### src/hdl/vgts_pkg.sv
package vgts_pkg;

	// operand width of the shared multiplier (signed)
	localparam int MUL_W = 33;
	localparam int PROD_W = 2 * MUL_W;

	// value returned by a rejected read or sample
	localparam logic [31:0] MOST_NEG = 32'h8000_0000;

	// item kinds carried in the input tuser
	typedef enum logic [2:0] {
		KIND_WR_IDX = 3'd0,
		KIND_RD_IDX = 3'd1,
		KIND_WR_CRD = 3'd2,
		KIND_RD_CRD = 3'd3,
		KIND_SAMPLE = 3'd4,
		KIND_CLEAR  = 3'd5
	} kind_t;

	// configuration register indexes
	typedef enum logic [2:0] {
		REG_ORIGIN_X = 3'd0,
		REG_ORIGIN_Y = 3'd1,
		REG_ORIGIN_Z = 3'd2,
		REG_INV_X    = 3'd3,
		REG_INV_Y    = 3'd4,
		REG_INV_Z    = 3'd5
	} reg_idx_t;

endpackage

### src/hdl/vgts_mul.sv
module vgts_mul (
	input  logic                                   clk,
	input  logic signed [vgts_pkg::MUL_W-1:0]      a,
	input  logic signed [vgts_pkg::MUL_W-1:0]      b,
	output logic signed [vgts_pkg::PROD_W-1:0]     p_s1
);

	// shared signed multiplier, one register stage
	always_ff @(posedge clk) begin
		p_s1 <= a * b;
	end

endmodule

### config.mk
export PLATFORM = sky130hd
export DESIGN_NAME = vgts_mul
export DESIGN_NICKNAME = d
export VERILOG_FILES = /design/src/hdl/vgts_pkg.sv /design/src/hdl/vgts_mul.sv
export SDC_FILE = /design/constraint.sdc
export NUM_CORES = 2
export LEC_CHECK = 0
export CAP_MARGIN = 40
export CELL_PAD_IN_SITES_DETAIL_PLACEMENT = 1
export CELL_PAD_IN_SITES_GLOBAL_PLACEMENT = 2
export CORE_ASPECT_RATIO = 0.75
export CORE_UTILIZATION = 30
export DETAILED_ROUTE_END_ITERATION = 8
export DONT_BUFFER_PORTS = 1
export PLACE_DENSITY = 0.66
export SLEW_MARGIN = 5
export SYNTH_ARGS = -nofsm -noshare
export SYNTH_HDL_FRONTEND = slang
export SYNTH_SLANG_ARGS = --single-unit
export TNS_END_PERCENT = 100
### constraint.sdc
create_clock -name clk -period 12.1 [get_ports clk]
set_input_delay 1.21 -clock clk [delete_from_list [all_inputs] [get_ports clk]]
set_output_delay 1.21 -clock clk [all_outputs]
set_load 0.01 [all_outputs]
==> impl_metrics.py <==
metrics = {
    "run_status": {
        "status": "finished clean",
    },
    "floorplan": {
        "die_area_um2": 137000,
        "dieHeight_um": 321,
        "core-area_um2": 134000,
        "fp-row-count": 116,
        "initial_utilization": 0.304,
        "pin_count": 133,
        "fp.dieW_um": 427,
    },
    "clocking": {
        "clock-root-buffer": "clkbuf_16",
        "hold_buffers": 0,
        "htreeDepth": 3,
        "cts-buffers-inserted": 9,
        "clkTransAtPathRegs_ps": 70,
        "clk_path_buf_depth": 2,
        "clkSinkCount": 66,
        "tritoncts": "yes",
        "post_cts_buffers": 0,
        "cts-resized-gates": 0,
    },
    "synth": {
        "synthCells": 4338,
        "ys_types": 80,
        "synth_ff_type": "dfxtp_1",
        "synth_edf_count": 0,
        "syn_area_um2": 40700,
        "synthesis.nets": 5767,
        "yosysSeqAreaShare": 0.0324,
        "syn_avg_cell_area_um2": 9.39,
        "synthArstFlopShare": 0,
        "synth_seq_cells": 66,
        "synth_warnings": 0,
    },
    "timing": {
        "fmax_mhz": 120,
        "timing.final.ws_setup_ps": 3760,
        "slew-limit-headroom": 0.581,
        "setup_viol": 0,
        "setup-tns-final_ps": 0,
        "slew_violations": 0,
        "worstMarginPinSlew_ps": 622,
        "layout_worst_path_cycle_share": 0.690,
        "post-route-min-period_ps": 8340,
        "grt_setup_unrepaired": "false",
        "hold_viol_final": 0,
    },
    "global_route": {
        "grt_pass1_wl_um": 211000,
        "antenna_found_initial": 6,
        "grt_overflow": 0,
        "grt_pass1_vias": 30541,
        "grt_max_degree": 34,
        "grt_usage": 0.208,
    },
    "drt": {
        "drt-total-wl_um": 135000,
        "ant_nets": 0,
        "drtIter0Drc": 1563,
        "dr.pass1.iters": 5,
        "drc": 0,
        "wire_per_inst_um": 22.9,
        "via_per_inst": 4.60,
        "routed-via-count": 27176,
    },
    "finish": {
        "largest-register": "p_s1",
        "largest_reg_flops": 66,
        "area_growth_pct": 4.21,
        "multi_input_area_um2": 34300,
        "layout-drive-gt1-share": 0.0138,
        "reg_top3": "p_s1 x66",
        "fillCellCount": 15407,
        "num-nets-final": 5561,
        "regArea_um2": 1320,
    },
    "min_path": {
        "hold_class": "in2reg",
    },
    "setup_path": {
        "cp_cell_sequence": "nand2_1 > inv_1 > fa_1 > fa_1 > fa_1 > inv_1 > fa_1 > fa_1 > fa_1 > fa_1 > fa_1 > inv_1 > ha_1 > and4_1 > nand3_1 > nand2b_1 > a2111oi_4 > a211oi_4 > a21o_2 > a21o_1 > a211oi_2",
        "startpoint_type": "primary input",
        "max_stage_delay_ps": 880,
        "critPathKind": "in2reg",
        "slowest_stage": "fa_1",
        "cp.required_ps": 12380,
        "endpoint_kind": "flop",
        "worstPathArrival_ps": 8630,
        "cp_max_fo": 33,
        "cp_common_cell": "fa_1",
    },
    "placed_design": {
        "dp_hpwl_um": 114000,
        "io_buffers": 0,
        "pre_cts_slack_ps": 3390,
        "place_congestion": 0.840,
    },
    "flow_run": {
        "drv_cap": 0,
    },
}
per-stage QoR:
stage	cell area, um^2	instances	hold WS, ps	utilization
2_1_floorplan	40700	4338	1340	-
3_3_place_gp	42100	5890	1340	0.314
3_5_place_dp	42100	5891	1340	0.314
4_1_cts	42400	5907	935	0.316
5_1_grt	42400	5907	954	0.316
6_report	42400	5911	964	0.317
Yosys cell counts (4+ instances only):
library cell / n / area (um^2)
fa_1: 1145 / 22900
inv_1: 1131 / 4250
and2_1: 562 / 3520
nand2_1: 551 / 2070
ha_1: 217 / 2720
clkbuf_1: 208 / 781
nor2_1: 68 / 255
dfxtp_1: 66 / 1320
a21oi_1: 57 / 285
xnor2_1: 43 / 377
a21o_1: 36 / 270
nand3_1: 25 / 125
o21ai_0: 25 / 125
xor2_1: 25 / 219
nand2b_1: 12 / 75.1
buf_2: 11 / 55.1
nand4_1: 11 / 68.8
o21bai_1: 11 / 82.6
a31oi_1: 8 / 50.1
a211oi_1: 7 / 52.6
nor3_1: 7 / 35.0
a211o_1: 6 / 52.6
o21a_1: 6 / 45.0
o21ai_1: 6 / 30.0
and3_1: 5 / 31.3
and4_1: 5 / 43.8
nor2b_1: 5 / 31.3
o211ai_1: 4 / 30.0
metal layers:
metal | routed length (um) | global-route usage | vias to the layer above | share of wire
li1 | - | - | 11902 | -
met3 | 13600 | 0.0699 | 38 | 0.10
met5 | 0 | 0 | - | 0
met1 | 73200 | 0.353 | 14555 | 0.54
met4 | 954 | 0.0202 | 0 | 0.0071
met2 | 47400 | 0.247 | 681 | 0.35
cells in the final DEF (no fill, tap or decap), types with 3 or more instances in the layout:
cell	Yosys	layout
a211o_1	6	6
a211oi_1	7	7
a211oi_2	3	3
a21o_1	36	36
a21oi_1	57	57
a21oi_2	3	3
a31oi_1	8	8
and2_1	562	562
and3_1	5	5
and4_1	5	5
buf_4	0	3
clkbuf_16	0	9
dfxtp_1	66	66
diode_2	0	4
fa_1	1145	1145
ha_1	217	217
inv_1	1131	1131
nand2_1	551	551
nand2b_1	12	12
nand3_1	25	25
nand4_1	11	11
nor2_1	68	68
nor2b_1	5	5
nor3_1	7	7
o211ai_1	4	4
o21a_1	6	6
o21ai_0	25	25
o21ai_1	6	6
o21bai_1	11	11
o31ai_4	3	3
or2_2	3	3
or3_1	3	3
xnor2_1	43	43
xor2_1	25	25
worst max-delay path: cells and delay by family:
family	cells	cell delay [ps]
fa+ha+maj	9	5060
compound gates	5	1070
simple gates	4	930
buf+inv	3	320
path summary, 6_finish.rpt:
path / start / endpoint / cells past startpoint
worst max-delay path: b[0] / p_s1[62] / 21
worst min-delay path: a[0] / p_s1[0] / 1
cell type report:
| cell class | instances | share of cell area |
|---|---|---|
| tap | 1770 | 0.0522 |
| clock buffer | 9 | 0.00531 |
| inverter | 1131 | 0.100 |
| multi-input combinational | 2920 | 0.808 |
| timing repair buffer | 4 | 0.000884 |
| sequential | 66 | 0.0311 |
| clock inverter | 7 | 0.00180 |
| antenna | 4 | 0.000236 |
cell families after synthesis:
group | count (synthesis) | share of synthesized area
AO/OA/AOI/OAI | 219 | 0.0407
XOR/XNOR | 68 | 0.0146
adder cells (fa/ha/maj) | 1362 | 0.629
buffers and inverters | 1352 | 0.125
flip-flops | 66 | 0.0324
AND/OR/NAND/NOR | 1271 | 0.158
Power is not shown: default switching activity piles up to over one toggle a cycle in this logic, so the estimate is an artifact.
